**src/hdl/opn_mul.sv**
```systemverilog
// Shared signed multiplier with registered product.
`timescale 1ns / 1ps
`default_nettype none

module opn_mul #(
    parameter int W = 22
) (
    input  wire logic                  aclk,
    input  wire logic signed [W-1:0]   mul_a,
    input  wire logic signed [W-1:0]   mul_b,
    output logic      signed [2*W-1:0] mul_p
);

    logic signed [2*W-1:0] p_reg;

    always_ff @(posedge aclk) begin
        p_reg <= mul_a * mul_b;
    end

    assign mul_p = p_reg;

endmodule

`default_nettype wire

```
**config.mk**
```make
export PLATFORM = sky130hd
export DESIGN_NAME = opn_mul
export DESIGN_NICKNAME = d
export VERILOG_FILES = /design/src/hdl/opn_mul.sv
export SDC_FILE = /design/constraint.sdc
export NUM_CORES = 1
export LEC_CHECK = 0
export BUFFER_PORTS_ARGS = -buffer_cell sky130_fd_sc_hd__buf_2
export CAP_MARGIN = 20
export CORE_UTILIZATION = 65
export CTS_CLUSTER_DIAMETER = 120
export CTS_CLUSTER_SIZE = 14
export DETAILED_ROUTE_END_ITERATION = 8
export PLACE_DENSITY = 0.84
export SYNTH_ARGS = -nofsm -noshare
export SYNTH_HDL_FRONTEND = slang
export SYNTH_SLANG_ARGS = --single-unit
```
**constraint.sdc**
```tcl
create_clock -name aclk -period 22.5 [get_ports aclk]
set_clock_uncertainty 0.05 [all_clocks]
set_input_delay 4.5 -clock aclk [delete_from_list [all_inputs] [get_ports aclk]]
set_output_delay 4.5 -clock aclk [all_outputs]
set_load 0.01 [all_outputs]
```
======== Word-level counts from Yosys, hierarchy flattened ========
Cells that the tools add are included.
operators by class
  add/subtract/negate cells ............... 0
  $mul .................................... 1
  div/mod/pow operators ................... 0
  order comparisons ....................... 0
  eq/ne operators ......................... 0
  shift operators ......................... 0
  mux-type cells .......................... 0
  bitwise operators ....................... 0
  reductions and logical operators ........ 0
operator list
  cell            count
  $mul 22x22->44  1
word-level totals
  register bits ........................... 44
  bits in latches ......................... 0
  RAM bits ................................ 0
  bits in read-only memories .............. 0
  bits of input ports ..................... 45
  output and inout bits ................... 44
  logic and storage cells ................. 2
  memories ................................ 0

======== Logic depth before layout (Yosys ltp) ========
  depth after elaboration ................. 1
  depth in mapped cells ................... 24

======== Worst setup path after synthesis ========
Ideal clock, no wire load.
  kind .................................... in2reg
  from .................................... in mul_a[21]
  to ...................................... reg p_reg[43], in the netlist mul_p[43]
  library setup time ...................... 0.118 ns
  arrival ................................. 10.777 ns
  path slack .............................. 11.555 ns
  stages on the path ...................... 24
  buffers on the path ..................... 1
  cell sequence ........................... clkbuf_1 -> and2_1 -> fa_1 -> inv_1 -> fa_1 -> inv_1 -> fa_1 -> inv_1 -> fa_1 -> inv_1 -> fa_1 -> fa_1 -> inv_1 -> fa_1 -> inv_1 -> ha_1 -> a21o_1 -> a211o_1 -> a21oi_2 -> a21oi_1 -> a31oi_4 -> o311ai_2 -> o41a_1 -> xnor2_1
on the way
  longest elaborated chain between the ends .. 1
RTL lines
  what                    line  text
  start: declaration      9     input wire logic signed [W-1:0] mul_a,
  $mul 22x22->44          17    p_reg <= mul_a * mul_b;
  end signal: assignment  17
  end: declaration        14    logic signed [2*W-1:0] p_reg;
Every way passes these cells.

======== Worst setup path in the final report ========
Ends and elaborated chain as after synthesis.

==> metrics.txt <==
Core ar.=28700 um^2; minimum clock period=11.34 ns; sequential fraction of the synthesis area=4.644%; final core occ=68.71%; status=finished clean; Max Freq=0.08816 GHz; Clock Tree Buf Depth=2; Worst setup EP type=flop; fin crit share=50.42%; DR vias/cell=5.641; Area Growth Syn to Fin=3.985%; cell count after placement=2436; max FFs per register=44; port bufs=88; Pre-antenna DRT Iters=6; vias=13790; setup_tns=0 ns; crit-path most repeated cell=fa_1; critical path type=in2reg; TritonCTS Sinks=44; ANT nets after route=0; DIE HEIGHT=172.8 um; gp weighted congestion=0.9369; drt wl/cell=18.17 um; dominant synthesized flop cell=dfxtp_1; number of post-CTS setup repair buffers=0; share of cells above drive strength 1=5.340%; asr flop ratio synth=0%; initial antenna violation count=1; worst hold-check path type=in2reg; DR DRC count=0; TritonCTS clock tree=done; multi-input combinational cell area=15640 um^2; filler instances=2185; hold endpoint=mul_p[0]; most frequent cells in the layout=563 x inv_1, 501 x fa_1, 289 x nand2_1; root buffer cell=clkbuf_16; first-pass GRT wire length=74.57 mm; Min-Delay Path Depth=2; Initial Util=66.08%; synth warn=0; final wirelength=44.42 mm; slowest stage delay, CP=0.70 ns; CP startpoint=mul_a[21]; CTS buffer count=5; hold_ws=4.668 ns; relative slew slack=47.95%; Post-synth EDFFs=0; GRT Resource Usage Total=32.15%; cts-stage hold buffer count=0; commonest non-fill, non-tap cell in the layout=inv_1; final setup fails=0; post-layout net count=2740; Mapped Cells=2053; H-tree depth=2; Die W=172.8 um; global route overflow=0; Synth Register Bits=44; row cnt=62; Worst Path Max Fanout=22; WP data arrival=11.47 ns; library cells used by synthesis=55; CTS resizes=0; hpwl dp=37.71 mm; Worst-Margin Slew=0.7785 ns; MaxCap Viol Count=0; Worst setup SP type=input port; RSZ-0062 raised after global routing=false; Critical Path RT=22.63 ns; mean post-synth cell area=9.238 um^2; Post-Syn Area=18970 um^2; die area=29870 um^2; Sequential cell area=880.8 um^2; vias in the first global route=15220; Reg clk slew, reported paths=0.07 ns; non-filler cells, final=2445; largest net degree at the start of global routing=23; Ports=89; Fin. Hold Viols=0; worst path cell trace=buf_2 > and2_1 > fa_1 > inv_1 > fa_1 > inv_1 > fa_1 > inv_1 > fa_1 > inv_1 > fa_1 > fa_1 > inv_1 > fa_1 > inv_1 > ha_1 > a21o_1 > a211o_1 > o22ai_1 > a21oi_1 > a31oi_4 > o311ai_2 > o41a_1 > xnor2_1; DRT iter0 DRCs=1053; Slew Viols, Final=0; slowest CP cell=fa_1; hold_sp=mul_b[0]; synthesized net count=2734
cells in the mapped netlist (all sizes together), types with 2 or more instances:
cell type | number | area (um^2)
ha | 135 | 1689
o2111ai | 3 | 38.79
nor3 | 3 | 15.01
o211ai | 4 | 35.03
o21a | 2 | 15.01
a211o | 2 | 17.52
o21bai | 5 | 37.54
dfxtp | 44 | 880.8
a21o | 16 | 120.1
a21oi | 41 | 227.7
xnor2 | 38 | 332.8
nand3 | 8 | 40.04
nand2 | 289 | 1085
nor2b | 2 | 12.51
nand3b | 2 | 15.01
and3 | 7 | 48.80
a31oi | 6 | 52.55
fa | 501 | 10030
xor2 | 12 | 105.1
o21ai | 24 | 123.9
nor2 | 30 | 112.6
inv | 563 | 2113
clkbuf | 86 | 322.8
a211oi | 2 | 15.01
nand2b | 12 | 75.07
and2 | 193 | 1207
nand4 | 2 | 12.51
buf | 3 | 12.51
worst max-delay path by stage:
stage / end / slack (ns)
final: mul_p[43] / 11.16
after global routing: mul_p[43] / 10.84
after CTS: mul_p[43] / 11.16
after detailed placement: mul_p[43] / 10.89
after global placement: mul_p[43] / 11.01
after floorplan: mul_p[43] / 11.56
cell type report:
cell class,count,share of cell area [%]
Inverter,563,10.72
Sequential cell,44,4.466
Clock buffer,5,0.6344
Tap cell,384,2.436
Clock inverter,3,0.2157
Timing Repair Buffer,88,2.233
Multi-Input combinational cell,1357,79.29
Antenna cell,1,0.01269
worst max-delay path: cells and delay by family:
| kind | cells | cell delay [ns] |
|---|---|---|
| AO/OA/AOI/OAI | 7 | 1.48 |
| AND/OR/NAND/NOR | 1 | 0.28 |
| buffers and inverters | 7 | 0.86 |
| XOR/XNOR | 1 | 0.13 |
| adder cells (fa/ha/maj) | 8 | 4.20 |
per-layer routing:
layer / part of all wire (%) / vias to the layer above / track usage [%]
li1: - / 5861 / -
met1: 33 / 7102 / 37.03
met2: 54 / 621 / 57.07
met3: 5.4 / 208 / 3.320
met4: 7.4 / 0 / 21.42
met5: 0 / - / 0
kinds of logic after synthesis:
family / Yosys count / synth area share [%]
xor+xnor: 50 / 2.309
fa+ha+maj: 636 / 61.79
simple gates: 553 / 14.06
flops: 44 / 4.644
mux: 2 / 0.1319
buf+inv: 652 / 12.91
compound gates: 116 / 4.156
per-stage QoR:
step / worst slack (ns) / cell area (um^2)
2_1_floorplan: 11.56 / 18970
3_3_place_gp: 11.01 / 19550
3_5_place_dp: 10.89 / 19550
4_1_cts: 11.16 / 19720
5_1_grt: 10.84 / 19720
6_report: 11.16 / 19720
Power is left out: the tool's default activity adds up to more than one toggle a clock period on the data nets, which glitch-free logic cannot reach.
