**config.mk**
```make
export PLATFORM = sky130hd
export DESIGN_NAME = opn_ram
export DESIGN_NICKNAME = d
export VERILOG_FILES = /design/src/hdl/opn_ram.sv
export SDC_FILE = /design/constraint.sdc
export NUM_CORES = 2
export LEC_CHECK = 0
export ABC_AREA = 1
export BUFFER_PORTS_ARGS = -buffer_cell sky130_fd_sc_hd__buf_2
export CAP_MARGIN = 20
export CELL_PAD_IN_SITES_DETAIL_PLACEMENT = 1
export CELL_PAD_IN_SITES_GLOBAL_PLACEMENT = 2
export CORE_MARGIN = 3
export CORE_UTILIZATION = 44
export CTS_CLUSTER_DIAMETER = 80
export DETAILED_ROUTE_END_ITERATION = 10
export PLACE_DENSITY_LB_ADDON = 0.25
export SLEW_MARGIN = 15
export SYNTH_ARGS = -nofsm -noshare
export SYNTH_HDL_FRONTEND = slang
export SYNTH_SLANG_ARGS = --single-unit
```
**constraint.sdc**
```tcl
create_clock -name aclk -period 2 [get_ports aclk]
set_input_delay 0.1 -clock aclk [delete_from_list [all_inputs] [get_ports aclk]]
set_output_delay 0.1 -clock aclk [all_outputs]
set_load 0.01 [all_outputs]
```
**src/hdl/opn_ram.sv**
```systemverilog
// Generic single-port-write, single-port-read RAM with registered read data.
`timescale 1ns / 1ps
`default_nettype none

module opn_ram #(
    parameter int WIDTH = 8,
    parameter int DEPTH = 256
) (
    input  wire logic                     aclk,
    input  wire logic                     wr_en,
    input  wire logic [$clog2(DEPTH)-1:0] wr_addr,
    input  wire logic [WIDTH-1:0]         wr_data,
    input  wire logic [$clog2(DEPTH)-1:0] rd_addr,
    output logic      [WIDTH-1:0]         rd_data
);

    logic [WIDTH-1:0] mem_reg [DEPTH];
    logic [WIDTH-1:0] rd_data_reg;

    always_ff @(posedge aclk) begin
        if (wr_en) begin
            mem_reg[wr_addr] <= wr_data;
        end
        rd_data_reg <= mem_reg[rd_addr];
    end

    assign rd_data = rd_data_reg;

endmodule

`default_nettype wire

```
# [Yosys cells after proc, flatten, opt, wreduce, memory -nomap -nowiden]
# Memories as Yosys holds them, arrays and structs flattened. A register that Yosys moved wholly into a read port is not among the register bits.
# Cells that the tools add are included.
[totals] ff_bits=0 ram_bits=2048 inputBits=26 n_memories=1
[classes] muxes=2
[memory_table] memory="mem_reg" words=256 width=8 rd=1 rd_ports_with_merged_regs=1 write_ports=1 line_no="17" text="logic [WIDTH-1:0] mem_reg [DEPTH];"
[op_table] cell="$mux 1" n=2

# [Logic depth before layout (Yosys ltp)]
[depth] word_depth=2 depth_mapped=15 depth_no_buf=11

# [Worst setup path before layout]
# Ideal clock, no wire load.
[synth_timing] path_type="input port to flip-flop" startpoint="input port wr_en" endpoint="memory mem_reg[162][0], enable pin" setup_ps=370 t_arrival_ps=1221 slack_ps=409 stages=4 cell_sequence="clkbuf_1 nand3_1 clkbuf_1 nor2_1"
[synth_via] elab_chain_len=2
[synth_lines] element="start, declared" line_no="10" text="input wire logic wr_en,"
[synth_lines] element="$mux 1" line_no="21" text="if (wr_en) begin"
[synth_lines] element="$mux 1 (implied by the code)" line_no="22" text="mem_reg[wr_addr] <= wr_data;"
[synth_lines] element="end, declared" line_no="17"
# No other way between the ends.

# [Worst setup path after layout]
[layout_timing] startpoint="input port wr_addr[5]" endpoint="memory mem_reg[235][2], enable pin"
[layout_rtl] element="start, declared" line_no="11" text="input wire logic [$clog2(DEPTH)-1:0] wr_addr,"
# No word-level cell before the write port.

==> impl_metrics.py <==
metrics = {
    "synth": {
        "yosys-top-cells-count": "sky130_fd_sc_hd__nand2_1 (2123), sky130_fd_sc_hd__edfxtp_1 (2048), sky130_fd_sc_hd__nand3_1 (2019), sky130_fd_sc_hd__nor2_1 (283), sky130_fd_sc_hd__buf_2 (268)",
        "synth-simple-area-share_pct": 22.9,
        "synth-warning-count": 0,
        "number_of_synthesized_flops_with_an_enable_pin": 2048,
        "synth_mux_area_share_pct": 0,
        "synth_adder_area_share_pct": 0,
        "post_synth_num_cell_types": 14,
        "postSynthAreaPerCell_sq_um": 11.9,
        "synth-main-ff-cell": "sky130_fd_sc_hd__edfxtp_1",
        "synth-xor-area-share_pct": 0,
        "post-synth-top-area-cell": "sky130_fd_sc_hd__edfxtp_1",
        "synth.ff_latch_count": 2056,
        "synth_compound_area_share_pct": 0,
        "async_flop_share_pct": 0,
        "synth_top_cells_by_area": "sky130_fd_sc_hd__edfxtp_1 (74%), sky130_fd_sc_hd__nand3_1 (12%), sky130_fd_sc_hd__nand2_1 (9.6%)",
        "synthesis.area_sq_mm": 0.0834,
        "yosysMostFrequentCell": "sky130_fd_sc_hd__nand2_1",
        "yosys.area.top_type_share_pct": 73.7,
        "syn_nets": 7029,
        "synth_top_family_by_area": "simple AND/OR/NAND/NOR gates",
        "post_synth_inst_count": 7003,
        "ys_seq_area_share_pct": 73.9,
    },
    "global_route": {
        "global_route.usage.total_pct": 27.5,
        "vias_in_the_first_global_route": 59800,
        "antenna_found_initial": 11,
        "fraction_of_met2_tracks_used_by_global_routing_pct": 46.5,
        "grt_remaining_overflow": 0,
        "grt_max_degree": 112,
        "gr-usage-met1_pct": 37.0,
        "use_met3_pct": 3.44,
        "grt.busiest_layer": "met2",
        "grt_pass1_wl_mm": 396,
    },
    "sta": {
        "worst-slew-pin-transition_ns": 0.927,
        "post-route-min-period_ns": 1.94,
        "worst_hold_slack_ns": 0.108,
        "skew_ns": 0.0374,
        "finalSetupViolCount": 0,
        "maxClockFrequency_mhz": 516,
        "timing.final.hold_violations": 0,
        "max_slew_margin_pct": 38.2,
        "final_period_utilization_pct": 96.9,
        "report.final.slew_viol_count": 0,
        "grt_setup_unrepaired": "false",
    },
    "power_and_ir_drop": {
        "p_total_uw": 91300,
        "leakage_uw": 0.0352,
        "vdd_ir_drop_max_v": 0.000833,
        "power.density_mw_per_mm2": 931,
    },
    "floorplan": {
        "initial_core_utilization_pct": 44.4,
        "fp-row-count": 159,
        "core_area_sq_mm": 0.188,
        "dieHeight_um": 441,
        "dieArea_sq_mm": 0.195,
        "ios": 34,
        "die-width_um": 441,
    },
    "clock_tree": {
        "htreeDepth": 4,
        "cts_num_sinks": 2056,
        "clockRootBuffer": "sky130_fd_sc_hd__clkbuf_16",
        "clock_latency_on_the_worst_skew_pair_ns": 0.86,
        "ctsLongestPathBuffers": 3,
        "clk_pin_slew_worst_paths_ns": 0.06,
        "cts_made_buffers": 211,
        "tritoncts": "yes",
    },
    "critical_path": {
        "r2r_end": "rd_data[4]",
        "worstPathArrival_ns": 2.47,
        "reg2reg_slack_ns": 0.09,
        "crit_start": "wr_addr[5]",
        "worst-endpoint-required_ns": 2.53,
        "timing_worst_setup_path_type": "in2reg",
        "rr_worst_depth": 10,
        "setup.worst_path.end_class": "flip-flop",
        "critical_path_source_type": "primary input",
        "timing.critical_path.fanout_max": 16,
        "timing.rr.start": "mem_reg[107][4]",
    },
    "finish": {
        "largest_register_ffs": 2048,
        "layout.nets": 7514,
        "finalInstanceArea_sq_mm": 0.0980,
        "post-route-util_pct": 52.2,
        "area.growth.synth_to_final_pct": 17.6,
        "post_route_cells_drive_above_1_share_pct": 13.6,
        "fillerInstances": 19200,
    },
    "status": {
        "run_status": "finished, final reports clean",
    },
    "drt": {
        "detail_route.wl_per_cell_um": 26.4,
        "dr_total_vias": 57700,
        "routed_wirelength_mm": 268,
        "postRouteAntennaNets": 0,
        "firstDrtPassIters": 6,
        "drt-vias-per-instance": 5.67,
        "initialDrtViolationCount": 5749,
        "drc": 0,
    },
    "placed_design": {
        "postPlaceCellArea_sq_mm": 0.0914,
        "post_dp_hpwl_mm": 171,
        "global_placer_s_final_weighted_congestion": 0.857,
        "port_buffers": 33,
    },
    "hold_path": {
        "min_delay_worst_endpoint": "mem_reg[250][7]",
        "min-delay-path-class": "in2reg",
        "worstHoldPathCells": 2,
        "min_from": "wr_data[7]",
    },
    "job": {
        "max_cap_violations": 0,
    },
}
-- worst max-delay path: stages --
cell                            delay [ns]
sky130_fd_sc_hd__dlygate4sd3_1        0.58
sky130_fd_sc_hd__buf_2                0.16
sky130_fd_sc_hd__inv_1                0.04
sky130_fd_sc_hd__nor2_1               0.07
sky130_fd_sc_hd__dlygate4sd3_1        0.55
sky130_fd_sc_hd__buf_4                0.18
sky130_fd_sc_hd__nand2_1              0.11
sky130_fd_sc_hd__buf_4                0.24
sky130_fd_sc_hd__nor2_1               0.19
sky130_fd_sc_hd__buf_4                0.22
-- per-stage QoR --
| stage | std cells | worst slack (ns) | TNS [ns] |
|---|---|---|---|
| 2_1_floorplan | 7003 | 0.409 | 0 |
| 3_3_place_gp | 9756 | -0.612 | -4.04 |
| 3_5_place_dp | 9756 | -0.597 | -4.01 |
| 4_1_cts | 10200 | 0.000329 | 0 |
| 5_1_grt | 10200 | 0.0127 | 0 |
| 6_report | 10200 | 0.0627 | 0 |
-- routing by layer --
layer	routed length (um)	up-vias	part of all wire, %
li1	-	25800	-
met1	112000	29600	42
met2	133000	1753	50
met3	14600	420	5.5
met4	8950	0	3.3
met5	0	-	0
-- cell usage in the layout (no fill, tap or decap), types with 3 or more instances in the layout --
cell type,count
sky130_fd_sc_hd__clkinv_8,3
sky130_fd_sc_hd__diode_2,6
sky130_fd_sc_hd__bufinv_16,9
sky130_fd_sc_hd__nand2_2,12
sky130_fd_sc_hd__nand3_2,3
sky130_fd_sc_hd__nor2_1,283
sky130_fd_sc_hd__buf_2,20
sky130_fd_sc_hd__nand3_1,2016
sky130_fd_sc_hd__clkbuf_8,4
sky130_fd_sc_hd__inv_1,34
sky130_fd_sc_hd__nand2_1,2111
sky130_fd_sc_hd__edfxtp_1,2048
sky130_fd_sc_hd__inv_6,6
sky130_fd_sc_hd__clkinv_2,35
sky130_fd_sc_hd__clkinv_1,50
sky130_fd_sc_hd__dlygate4sd3_1,14
sky130_fd_sc_hd__clkbuf_1,59
sky130_fd_sc_hd__dfxtp_1,8
sky130_fd_sc_hd__clkbuf_16,213
sky130_fd_sc_hd__buf_12,137
sky130_fd_sc_hd__buf_8,11
sky130_fd_sc_hd__buf_4,572
sky130_fd_sc_hd__clkinvlp_4,6
-- area by class of cell --
type	instances	area (sq um)	area share [%]
sequential	2056	61700	62.9
multi-input combinational	4425	19200	19.6
timing repair buffer	755	7450	7.60
clock buffer	276	5610	5.72
tap	2495	3120	3.18
clock inverter	111	830	0.846
inverter	39	180	0.184
antenna	6	15.0	0.0153
-- worst max-delay path by stage --
stage | cells after the start | slack, ns | end
after floorplan | 4 | 0.41 | mem_reg[162][0]
after global placement | 15 | -0.61 | rd_data[6]
after detailed placement | 15 | -0.60 | rd_data[6]
after CTS | 10 | 0.0003 | rd_data[0]
after global routing | 10 | 0.01 | rd_data[4]
final | 10 | 0.06 | mem_reg[235][2]
-- cells by family after synthesis --
group | count (synthesis)
flops | 2056
buf+inv | 522
simple gates | 4425
-- where the power goes --
group          internal (uW)  switching, uW
combinational           1930           4520
clock                  20800          16500
sequential             47500           82.1
total                  70200          21100
-- what timing repair did --
action | 4_1_cts | 5_1_grt
gates resized for setup | 0 | 3
hold endpoints to repair | 1883 | 0
setup endpoints to repair | 0 | 3
setup buffers | 0 | 0
hold buffers | 14 | 0
No activity file was read; power rests on OpenSTA's default activity.
