File: config.mk
export PLATFORM = sky130hd
export DESIGN_NAME = opn_div
export DESIGN_NICKNAME = d
export VERILOG_FILES = /design/src/hdl/opn_pkg.sv /design/src/hdl/opn_div.sv
export SDC_FILE = /design/constraint.sdc
export NUM_CORES = 1
export LEC_CHECK = 0
export BUFFER_PORTS_ARGS = -buffer_cell sky130_fd_sc_hd__buf_2
export CORE_MARGIN = 2
export CORE_UTILIZATION = 50
export CTS_CLUSTER_DIAMETER = 100
export CTS_CLUSTER_SIZE = 40
export DETAILED_ROUTE_END_ITERATION = 6
export PLACE_DENSITY = 0.81
export SETUP_SLACK_MARGIN = 0.3
export SLEW_MARGIN = 10
export SYNTH_ARGS = -nofsm -noshare
export SYNTH_HDL_FRONTEND = slang
export SYNTH_SLANG_ARGS = --single-unit
File: constraint.sdc
create_clock -name aclk -period 4.5 [get_ports aclk]
set_clock_uncertainty 0.05 [all_clocks]
set_input_delay 0.225 -clock aclk [delete_from_list [all_inputs] [get_ports aclk]]
set_output_delay 0.225 -clock aclk [all_outputs]
set_load 0.02 [all_outputs]
File: src/hdl/opn_pkg.sv
// Shared types and constants for the octave Perlin noise block.
`timescale 1ns / 1ps
`default_nettype none

package opn_pkg;

    // Permutation table
    localparam int TABLE_SIZE = 256;
    localparam int TABLE_AW   = 8;
    localparam int HASH_W     = 3;

    // Coordinates: signed Q16.16, only the low 24 bits matter for cell and fraction
    localparam int COORD_W    = 32;
    localparam int COORD_FRAC = 16;
    localparam int COORD_KEEP = 24;

    // Configuration registers
    localparam int OCT_CNT_W = 4;
    localparam int PERS_W    = 16;
    localparam int PADDR_W   = 3;
    localparam int PDATA_W   = 32;

    localparam logic REG_OCTAVE_COUNT = 1'b0;
    localparam logic REG_PERSISTENCE  = 1'b1;

    localparam logic [OCT_CNT_W-1:0] OCT_CNT_RESET = 4'd4;
    localparam logic [PERS_W-1:0]    PERS_RESET    = 16'h8000;

    // Opcodes
    localparam logic OP_LOAD = 1'b0;
    localparam logic OP_EVAL = 1'b1;

    // Octave amplitude, Q1.16
    localparam int             AMP_W   = 17;
    localparam logic [16:0]    AMP_ONE = 17'h10000;

    // Result
    localparam int              OUT_W   = 18;
    localparam logic [17:0]     OUT_MAX = 18'h1FFFF;
    localparam logic [17:0]     Q_LIMIT = 18'h20000;

    // Divider: first step is the overflow check, then one quotient bit per step
    localparam int QUOT_W    = 18;
    localparam int DIV_STEPS = QUOT_W + 1;
    localparam int DIV_CNT_W = 5;

    typedef struct packed {
        logic busy;
        logic done;
    } opn_div_stat_t;

    typedef enum logic [4:0] {
        ST_IDLE,
        ST_GX,
        ST_GX1,
        ST_X3,
        ST_X4,
        ST_Y1,
        ST_Y2,
        ST_Y3,
        ST_Y4,
        ST_L1,
        ST_L2,
        ST_L3,
        ST_L4,
        ST_ACC,
        ST_AMP,
        ST_DIV_LOAD,
        ST_DIV_WAIT,
        ST_FIN
    } opn_state_t;

endpackage

`default_nettype wire

File: src/hdl/opn_div.sv
// Restoring divider, one quotient bit per cycle, with overflow flag.
`timescale 1ns / 1ps
`default_nettype none

module opn_div
    import opn_pkg::*;
#(
    parameter int DVD_W = 39,
    parameter int DVS_W = 21
) (
    input  wire logic               aclk,
    input  wire logic               aresetn,
    input  wire logic               start,
    input  wire logic [DVD_W-1:0]   dividend,
    input  wire logic [DVS_W-1:0]   divisor,
    output opn_div_stat_t           stat,
    output logic      [QUOT_W-1:0]  quot,
    output logic                    ovf
);

    localparam int CW = ((DVD_W > DVS_W + QUOT_W) ? DVD_W : DVS_W + QUOT_W) + 1;

    logic [CW-1:0]        rem_reg, rem_next;
    logic [CW-1:0]        den_reg, den_next;
    logic [QUOT_W:0]      q_reg, q_next;
    logic [DIV_CNT_W-1:0] cnt_reg, cnt_next;
    logic                 busy_reg, busy_next;
    logic                 done_reg, done_next;
    logic                 ge;

    assign ge = (rem_reg >= den_reg);

    always_comb begin
        rem_next  = rem_reg;
        den_next  = den_reg;
        q_next    = q_reg;
        cnt_next  = cnt_reg;
        busy_next = busy_reg;
        done_next = 1'b0;
        if (start) begin
            rem_next  = CW'(dividend);
            // first compare is against divisor * 2^QUOT_W: a hit means overflow
            den_next  = CW'(divisor) << QUOT_W;
            cnt_next  = '0;
            busy_next = 1'b1;
        end else if (busy_reg) begin
            rem_next = ge ? (rem_reg - den_reg) : rem_reg;
            den_next = den_reg >> 1;
            q_next   = {q_reg[QUOT_W-1:0], ge};
            cnt_next = cnt_reg + DIV_CNT_W'(1);
            if (cnt_reg == DIV_CNT_W'(DIV_STEPS - 1)) begin
                busy_next = 1'b0;
                done_next = 1'b1;
            end
        end
    end

    always_ff @(posedge aclk) begin
        if (!aresetn) begin
            busy_reg <= 1'b0;
            done_reg <= 1'b0;
        end else begin
            busy_reg <= busy_next;
            done_reg <= done_next;
        end
        rem_reg <= rem_next;
        den_reg <= den_next;
        q_reg   <= q_next;
        cnt_reg <= cnt_next;
    end

    assign stat.busy = busy_reg;
    assign stat.done = done_reg;
    assign quot      = q_reg[QUOT_W-1:0];
    assign ovf       = q_reg[QUOT_W];

endmodule

`default_nettype wire

==> Word-level counts from Yosys, hierarchy flattened <==
Cells that the tools add are included.
W data, S select, Z words.
{ "classes": {"multipliers": 0, "mux": 9, "reduce_logical": 6, "n_eq_ne": 1, "order_cmp": 1, "n_shift": 0, "n_bitwise": 3, "div": 0, "addsub": 2} }
{ "ops": {"columns": ["op", "n"], "rows": [
  ["$mux W39", 5],
  ["$ge A40 B39 Y1", 1],
  ["$sub A40 B39 Y40", 1],
  ["$reduce_and A2 Y1", 3],
  ["$add A5 B1 Y5 const B", 1],
  ["$eq A5 B5 Y1 const B", 1],
  ["$mux W1", 4],
  ["$reduce_bool A2 Y1", 2],
  ["$not A1 Y1", 3],
  ["$reduce_or A3 Y1", 1]
]} }
{ "totals": {"register_bits": 105, "latch_bits": 0, "rom_bits": 0, "n_memories": 0, "out_inout_bits": 21, "input_bits": 63, "ram_bits": 0} }

==> Logic depth before layout (Yosys ltp) <==
Gate-level depths: netlist of the first run.
{ "depth": {"word_depth": 4, "depth_mapped": 12, "ltp_nobuf": 12} }

==> Least setup slack after synthesis of the first run <==
OpenSTA, ideal clock, no wires.
{ "synth_path": {"kind": "register to register", "startpoint": "reg rem_reg[13]", "endpoint": "reg rem_reg[0] (enable)", "setup_time_ns": 0.398, "path_buffers": 1, "stages_incl_launch_ff": 10, "period_less_slack_ns": 3.351, "slack_ns": 1.149, "arrival_ns": 2.902, "path_cell_list": "edfxtp_1 ha_1 buf_2 and4_1 nand4_4 a311oi_2 a21oi_2 and4bb_4 nor3b_2 or2_1"} }
{ "synth_between": {"elab_chain_len": 3} }
{ "synth_rtl": {"columns": ["item", "line_no", "text"], "rows": [
  ["from (decl)", "opn_div.sv:23", "logic [CW-1:0] rem_reg, rem_next;"],
  ["from (signal assigned)", "opn_div.sv:66", "rem_reg <= rem_next;"],
  ["$ge A40 B39 Y1", "opn_div.sv:31", "assign ge = (rem_reg >= den_reg);"],
  ["$reduce_bool A2 Y1 (no source line)", null, null],
  ["$reduce_and A2 Y1 (no source line)", null, null]
]} }
Every way passes these cells.
A chain may end at the register's enable or synchronous reset.

==> Worst setup path in the final report of the first run <==
{ "layout_path": {"startpoint": "reg den_reg[17]", "endpoint": "reg rem_reg[13] (enable)"} }
{ "layout_between": {"elab_chain_len": 3} }
{ "layout_rtl": {"columns": ["item", "line_no", "text"], "rows": [
  ["from (decl)", "opn_div.sv:24", "logic [CW-1:0] den_reg, den_next;"],
  ["from (signal assigned)", "opn_div.sv:67", "den_reg <= den_next;"],
  ["$ge A40 B39 Y1", "opn_div.sv:31", null],
  ["$reduce_bool A2 Y1 (no source line)", null, null],
  ["$reduce_and A2 Y1 (no source line)", null, null]
]} }
Every way passes these cells.

==> run summary, run 1 <==
RSZ-0062 raised after global routing = no
Antenna cells = 0
Worst-path clk slew = 0.07 ns
Critical Path AT = 3.58 ns
Final critical-path required period = 3.61 ns
Post-route DRC = 0
CTS tree = done
FP Rows = 41
Die Y = 119 um
Largest net degree at the start of global routing = 85
CP Launch Point = den_reg[17]
CORE AREA = 0.0127 mm2
Post-Synth Adder-Cell Area = 8.09%
Pre-CTS WS = 0.915 ns
Leakage = 2.98 nW
Post-Route Setup TNS = 0 ns
Wirelength per Cell = 15.1 um
Final ANT Viol Nets = 0
Synth Instances = 705
Worst Hold Class = input pin to flop
Final nets = 870
Root Buffer = clkbuf_16
First-pass GRT wire length = 23.1 mm
#FFs+latches synth = 105
Hold_sp = aresetn
Largest stage delay, worst path = 0.51 ns
Core Util, Final = 58.0%
Area grow syn2layout = 12.0%
DIE WIDTH = 119 um
Main combinational cell family by area after synthesis = compound AO/OA/AOI/OAI gates
Most frequent cells in the layout = nand2_1 (106), buf_2 (82), edfxtp_1 (79), inv_1 (53), o21ai_0 (45)
FF-to-FF Start = den_reg[17]
Xor and xnor area share after synthesis = 5.05%
Max reg flops = 40
WL final = 14.2 mm
H-tree depth = 3
Mux contribution to synthesized area = 3.23%
Critical path, cell by cell = inv_1, ha_1, and3_4, nand4_4, a311oi_2, a21oi_2, and4bb_4, nor3b_2, or2_1, buf_4
Routed vias/inst = 5.51
Startpoint types = flop
Initial antenna violation count = 0
Peak Freq = 277 MHz
Slowest cell on crit path = or2_1
Outcome = completed
CTS buffer count = 9
Final setup viols = 0
Starting density of the core = 51.8%
Crit Path Class = flop to flop
Post-synth cell types = 67
VDD IR-drop max = 0.269 mV
Post-Layout Cell Count = 942
DIE AREA = 0.0141 mm2
Port Buffers = 83
GRT Overall Usage = 20.3%
PwrDens = 523 mW/mm2
Final Hold Viols = 0
Final HPWL from detailed placement = 10.3 mm
Grt ovf = 0
Vias in the first global route = 4871
Hold buffer count at cts = 0
Mapped Area = 0.00659 mm2
Synth warn = 0
Syn avg cell area = 9.35 um2
Synth async-reset ratio = 0%
1st-iter DRT viols = 334
Setup bufs post-CTS = 0
Max-slew headroom = 31.3%
GP Congestion = 0.866
CP endpoint kind = flop
Slew of the pin with the lowest slew margin = 1.03 ns
Ys flop type = edfxtp_1
Total number of vias = 5187
Commonest non-fill, non-tap cell in the layout = nand2_1
Maxcap violations = 0
Layout cell share with drive strength beyond 1 = 16.4%
Area fraction in compound gates after synthesis = 18.5%
Placed cells = 926
Post-synth EDFFs = 79
Setup WS post-layout = 0.891 ns
Sink Count = 105
IO Pins = 84
Simple-gate area share of the yosys netlist = 15.6%
Crit-path max FO = 27
Sequential element share of the synthesized area = 43.9%
Syn_nets = 810
Data required time at the worst endpoint = 4.47 ns
Tcrit/Tclk final = 80.2%
Max-slew violation count = 0
Clock Path Buffers = 2
Worst-skew pair later-pin latency = 0.37 ns
DRT Pass-1 Iters = 5
Post_cts resized = 0
==> worst max-delay path: cells and delay by family, from the launching register on <==
kind / cells / cell delay, ns
flip-flops: 1 / 0.39
AO/OA/AOI/OAI: 2 / 0.45
buffers and inverters: 2 / 0.54
adder cells (fa/ha/maj): 1 / 0.46
AND/OR/NAND/NOR: 5 / 1.36
==> cells by family (layout without fill, tap and decap cells) <==
logic type | after synthesis | in the layout
fa+ha+maj | 42 | 42
simple gates | 218 | 218
compound gates | 190 | 190
flops | 105 | 105
xor+xnor | 38 | 38
mux | 21 | 21
buf+inv | 91 | 156
==> per-stage QoR <==
step                hold WS [ns]  power, mW  instance area (um2)
floorplan                  0.289       2.70                 6590
global placement           0.375       3.03                 7080
detailed placement         0.376       3.05                 7080
CTS                       0.0299       3.86                 7380
global route              0.0592       4.11                 7380
finish                    0.0397       3.86                 7380
==> Yosys cell counts, drive strengths merged, types with 2 or more instances <==
library cell | count | area share [%]
o211ai | 4 | 0.46
nor2b | 7 | 0.66
a211o | 3 | 0.40
mux2 | 2 | 0.34
a31oi | 8 | 0.99
buf | 17 | 1.3
a311oi | 4 | 0.63
nand4 | 11 | 1.3
o21bai | 9 | 1.0
a21oi | 46 | 3.7
a211oi | 2 | 0.23
nand2 | 106 | 6.0
nor3 | 2 | 0.15
a31o | 2 | 0.27
ha | 41 | 7.8
a41o | 2 | 0.30
o41ai | 2 | 0.49
nor4b | 2 | 0.27
a21o | 19 | 2.2
a221oi | 2 | 0.36
xnor2 | 22 | 2.9
mux2i | 19 | 2.9
edfxtp | 79 | 36
dfxtp | 26 | 7.9
and3 | 9 | 0.93
inv | 53 | 3.0
nand2b | 2 | 0.19
and2 | 6 | 0.57
nand3 | 19 | 1.4
clkbuf | 20 | 1.1
nor2 | 39 | 2.3
xor2 | 16 | 2.1
o21ai | 74 | 5.7
a221o | 2 | 0.30
nor3b | 4 | 0.53
o31ai | 2 | 0.23
nor4 | 3 | 0.28
or2 | 3 | 0.28
==> worst paths after layout <==
| check | end | slack (ns) | cells past startpoint |
|---|---|---|---|
| max | rem_reg[13] | 0.89 | 10 |
| min | done_reg | 0.04 | 3 |
| max reg2reg | rem_reg[13] | 0.89 | 10 |
| min reg2reg | q_reg[2] | 0.40 | 0 |
==> routing by layer <==
metal | up-vias | global-route usage, % | part of all wire [%]
met4 | 0 | 6.99 | 1.7
met3 | 19 | 3.52 | 4.5
li1 | 2640 | - | -
met5 | - | 0 | 0
met1 | 2378 | 27.6 | 48
met2 | 150 | 32.9 | 46
==> final cells by class <==
class                   instances  area (um2)
inverters                      54         203
fillers                      1162        5340
clock inverters                 6        67.6
repair buffers                 86         440
multi-input cells             509        3330
clock buffers                  10         229
well taps                     172         215
flip-flops and latches        105        2890
==> power by group <==
group          leakage (nW)  switching, mW  total (mW)  internal, mW
combinational          1.84           1.04        1.75         0.708
sequential            0.997         0.0581        1.31          1.25
clock                 0.145          0.367       0.803         0.436
No activity file was read; power rests on OpenSTA's default activity.
==> run 2: changes to the inputs <==
- ABC_AREA: not set -> 1
- clock period: 4.5 -> 3.6 ns (I/O delays scaled with it)
==> run summary, run 2 <==
CORE AREA = 0.0133 mm2 (+4.5%)
Largest cells by area after synthesis = edfxtp_1 (35%), nand2_1 (17%), dfxtp_1 (7.6%)
Multi-input logic area = 0.00335 mm2 (+0.56%)
Max-slew violation count = 0 (unchanged)
Routed vias/inst = 5.19 (-5.8%)
Synth warn = 0 (unchanged)
Post-route DRC = 0 (unchanged)
VDD IR-drop max = 0.270 mV (+0.27%)
Port Buffers = 83 (unchanged)
Slew of the pin with the lowest slew margin = 1.14 ns (+0.112 ns)
Critical Path AT = 2.82 ns (-0.76 ns)
Crit-path max FO = 35 (+30%)
Top cells by count, synth = nand2_1 (313), inv_1 (132), edfxtp_1 (79)
Layout cell share with drive strength beyond 1 = 13.5% (-2.8 points)
DIE WIDTH = 121 um (+1.7%)
Fillcell total = 1245 (+7.1%)
Tcrit/Tclk final = 79.5% (-0.65 points)
Mapped Area = 0.00683 mm2 (+3.6%)
Total number of vias = 6134 (+18%)
Critical path, cell by cell = inv_1, ha_1, nand2_1, nor2_1, nand2_1, nor2_1, nand3_1, nand2_1, nor2_1, nand2_2, o21ai_0, inv_1, buf_4
Post-Layout Cell Count = 1182 (+25%)
H-tree depth = 3 (unchanged)
IO Pins = 84 (unchanged)
Starting density of the core = 51.4% (-0.43 points)
Max-slew headroom = 24.1% (-7.2 points)
Max reg flops = 40 (unchanged)
Syn_nets = 1025 (+27%)
Post-synth EDFFs = 79 (unchanged)
Data required time at the worst endpoint = 3.56 ns (-0.91 ns)
Post-Route Setup TNS = 0 ns (unchanged)
Worst-path clk slew = 0.07 ns (about the same)
Post_cts resized = 0 (unchanged)
Sequential element share of the synthesized area = 42.4% (-1.5 points)
Final ANT Viol Nets = 0 (unchanged)
Clock Path Buffers = 2 (unchanged)
GP Congestion = 0.947 (+9.4%)
Grt ovf = 0 (unchanged)
WL final = 16.8 mm (+18%)
Final setup viols = 0 (unchanged)
Peak Freq = 349 MHz (+26%)
Post-synth cell types = 35 (-48%)
Worst Hold Class = input pin to flop
Final nets = 1106 (+27%)
Wirelength per Cell = 14.2 um (-6.2%)
Largest stage delay, worst path = 0.48 ns (-0.03 ns)
First-pass GRT wire length = 27.3 mm (+18%)
Root Buffer = clkbuf_16
Worst-case reg-to-reg path depth = 13 (+3)
RSZ-0062 raised after global routing = no
Die Y = 121 um (+1.7%)
Commonest non-fill, non-tap cell in the layout = nand2_1
DRT Pass-1 Iters = 6 (+1)
Final Hold Viols = 0 (unchanged)
DIE AREA = 0.0146 mm2 (+3.5%)
Setup bufs post-CTS = 0 (unchanged)
Vias in the first global route = 5734 (+18%)
Final critical-path required period = 2.86 ns (-0.745 ns)
Area grow syn2layout = 13.3%
Antenna cells = 0 (unchanged)
Synth Instances = 920 (+30%)
Dominant cell by count in the synthesized netlist = nand2_1
PwrDens = 592 mW/mm2 (+13%)
#FFs+latches synth = 105 (unchanged)
Ys flop type = edfxtp_1
Min-Delay Path Depth = 3 (unchanged)
Leakage = 3.65 nW (+22%)
Synth area leader = edfxtp_1
Syn avg cell area = 7.42 um2 (-21%)
Worst-skew pair later-pin latency = 0.37 ns (about the same)
Crit Path Class = flop to flop
Post-synth top area share = 34.7% (-1.3 points)
Largest net degree at the start of global routing = 42 (-51%)
Slowest cell on crit path = buf_4
Maxcap violations = 0 (unchanged)
GRT Overall Usage = 23.7% (+3.3 points)
1st-iter DRT viols = 575 (+72%)
Outcome = completed
CTS tree = done
Hold buffer count at cts = 1 (+1)
CP endpoint kind = flop
Most frequent cells in the layout = nand2_1 (313), inv_1 (132), buf_2 (83), edfxtp_1 (79), nor2_1 (75)
Startpoint types = flop
CTS buffer count = 9 (unchanged)
Synth async-reset ratio = 0% (unchanged)
Fin Hold WS = 0.0178 ns (-0.0218 ns)
Sink Count = 105 (unchanged)
Placed cells = 1165 (+26%)
Area occupied by registers = 0.00289 mm2 (about the same)
Initial antenna violation count = 0 (unchanged)
Final HPWL from detailed placement = 12.4 mm (+21%)
FP Rows = 42 (+2.4%)
[run 2: cell types whose count changed in the layout (fill, tap and decap cells not counted), sizes merged, moves of 10 or more]
cell	change
nor2	+43
o22ai	+17
mux2i	-19
inv	+79
xnor2	-19
or2	+10
a21o	-16
o21ai	-29
nand3	+28
nand2	+219
xor2	-11
[run 2: power by group]
| part | internal [mW] | switching [mW] |
|---|---|---|
| Combinational | 0.672 | 1.30 |
| Sequential | 1.53 | 0.0568 |
| Clock | 0.546 | 0.478 |
| Total | 2.74 | 1.83 |
[run 2: worst paths after layout]
check / start / end / slack, ns
max: den_reg[34] / rem_reg[32] / 0.74
min: divisor[20] / den_reg[38] / 0.02
max reg2reg: den_reg[34] / rem_reg[32] / 0.74
min reg2reg: q_reg[3] / q_reg[4] / 0.39
[run 2: cell families (layout without fill, tap and decap cells)]
kind of cell               count (synthesis)  in the layout  share of synthesized area [%]
DFF                                      105            105                           42.4
buffers and inverters                    153            239                           8.59
and+or+nand+nor                          487            487                           30.1
adders and majority gates                 42             42                           7.81
AOI/OAI and AO/OA                        125            125                           10.1
xor gates and xnor gates                   8              8                           1.03
[run 2: worst max-delay path, delay by kind of cell, from the launching register on]
family | cells | cell delay [ns]
flip-flops | 1 | 0.34
adder cells (fa/ha/maj) | 1 | 0.39
buffers and inverters | 3 | 0.73
AO/OA/AOI/OAI | 1 | 0.08
AND/OR/NAND/NOR | 8 | 0.89
[run 2: metrics by stage]
stage / cell area, um2 / total power, mW / utilization, % / worst slack, ns
finish: 7730 / 4.58 / 58.2 / 0.736
global route: 7730 / 4.88 / 58.2 / 0.475
CTS: 7730 / 4.56 / 58.2 / 0.756
detailed placement: 7420 / 3.53 / 55.8 / 0.751
global placement: 7420 / 3.49 / 55.8 / 0.805
floorplan: 6830 / 3.05 / - / 0.890
[run 2: final cells by class]
cell class	count	share of cell area, %
multi-input cells	662	43.3
flip-flops and latches	105	37.4
inverters	134	6.50
repair buffers	89	5.99
clock buffers	9	2.91
well taps	176	2.85
clock inverters	7	1.02
[run 2: routing by layer]
metal	track usage [%]	part of all wire [%]	vias to the layer above
met2	37.4	45	169
met3	2.77	5.3	24
met5	0	0	-
li1	-	-	3137
met1	33.8	48	2804
met4	8.07	1.7	0
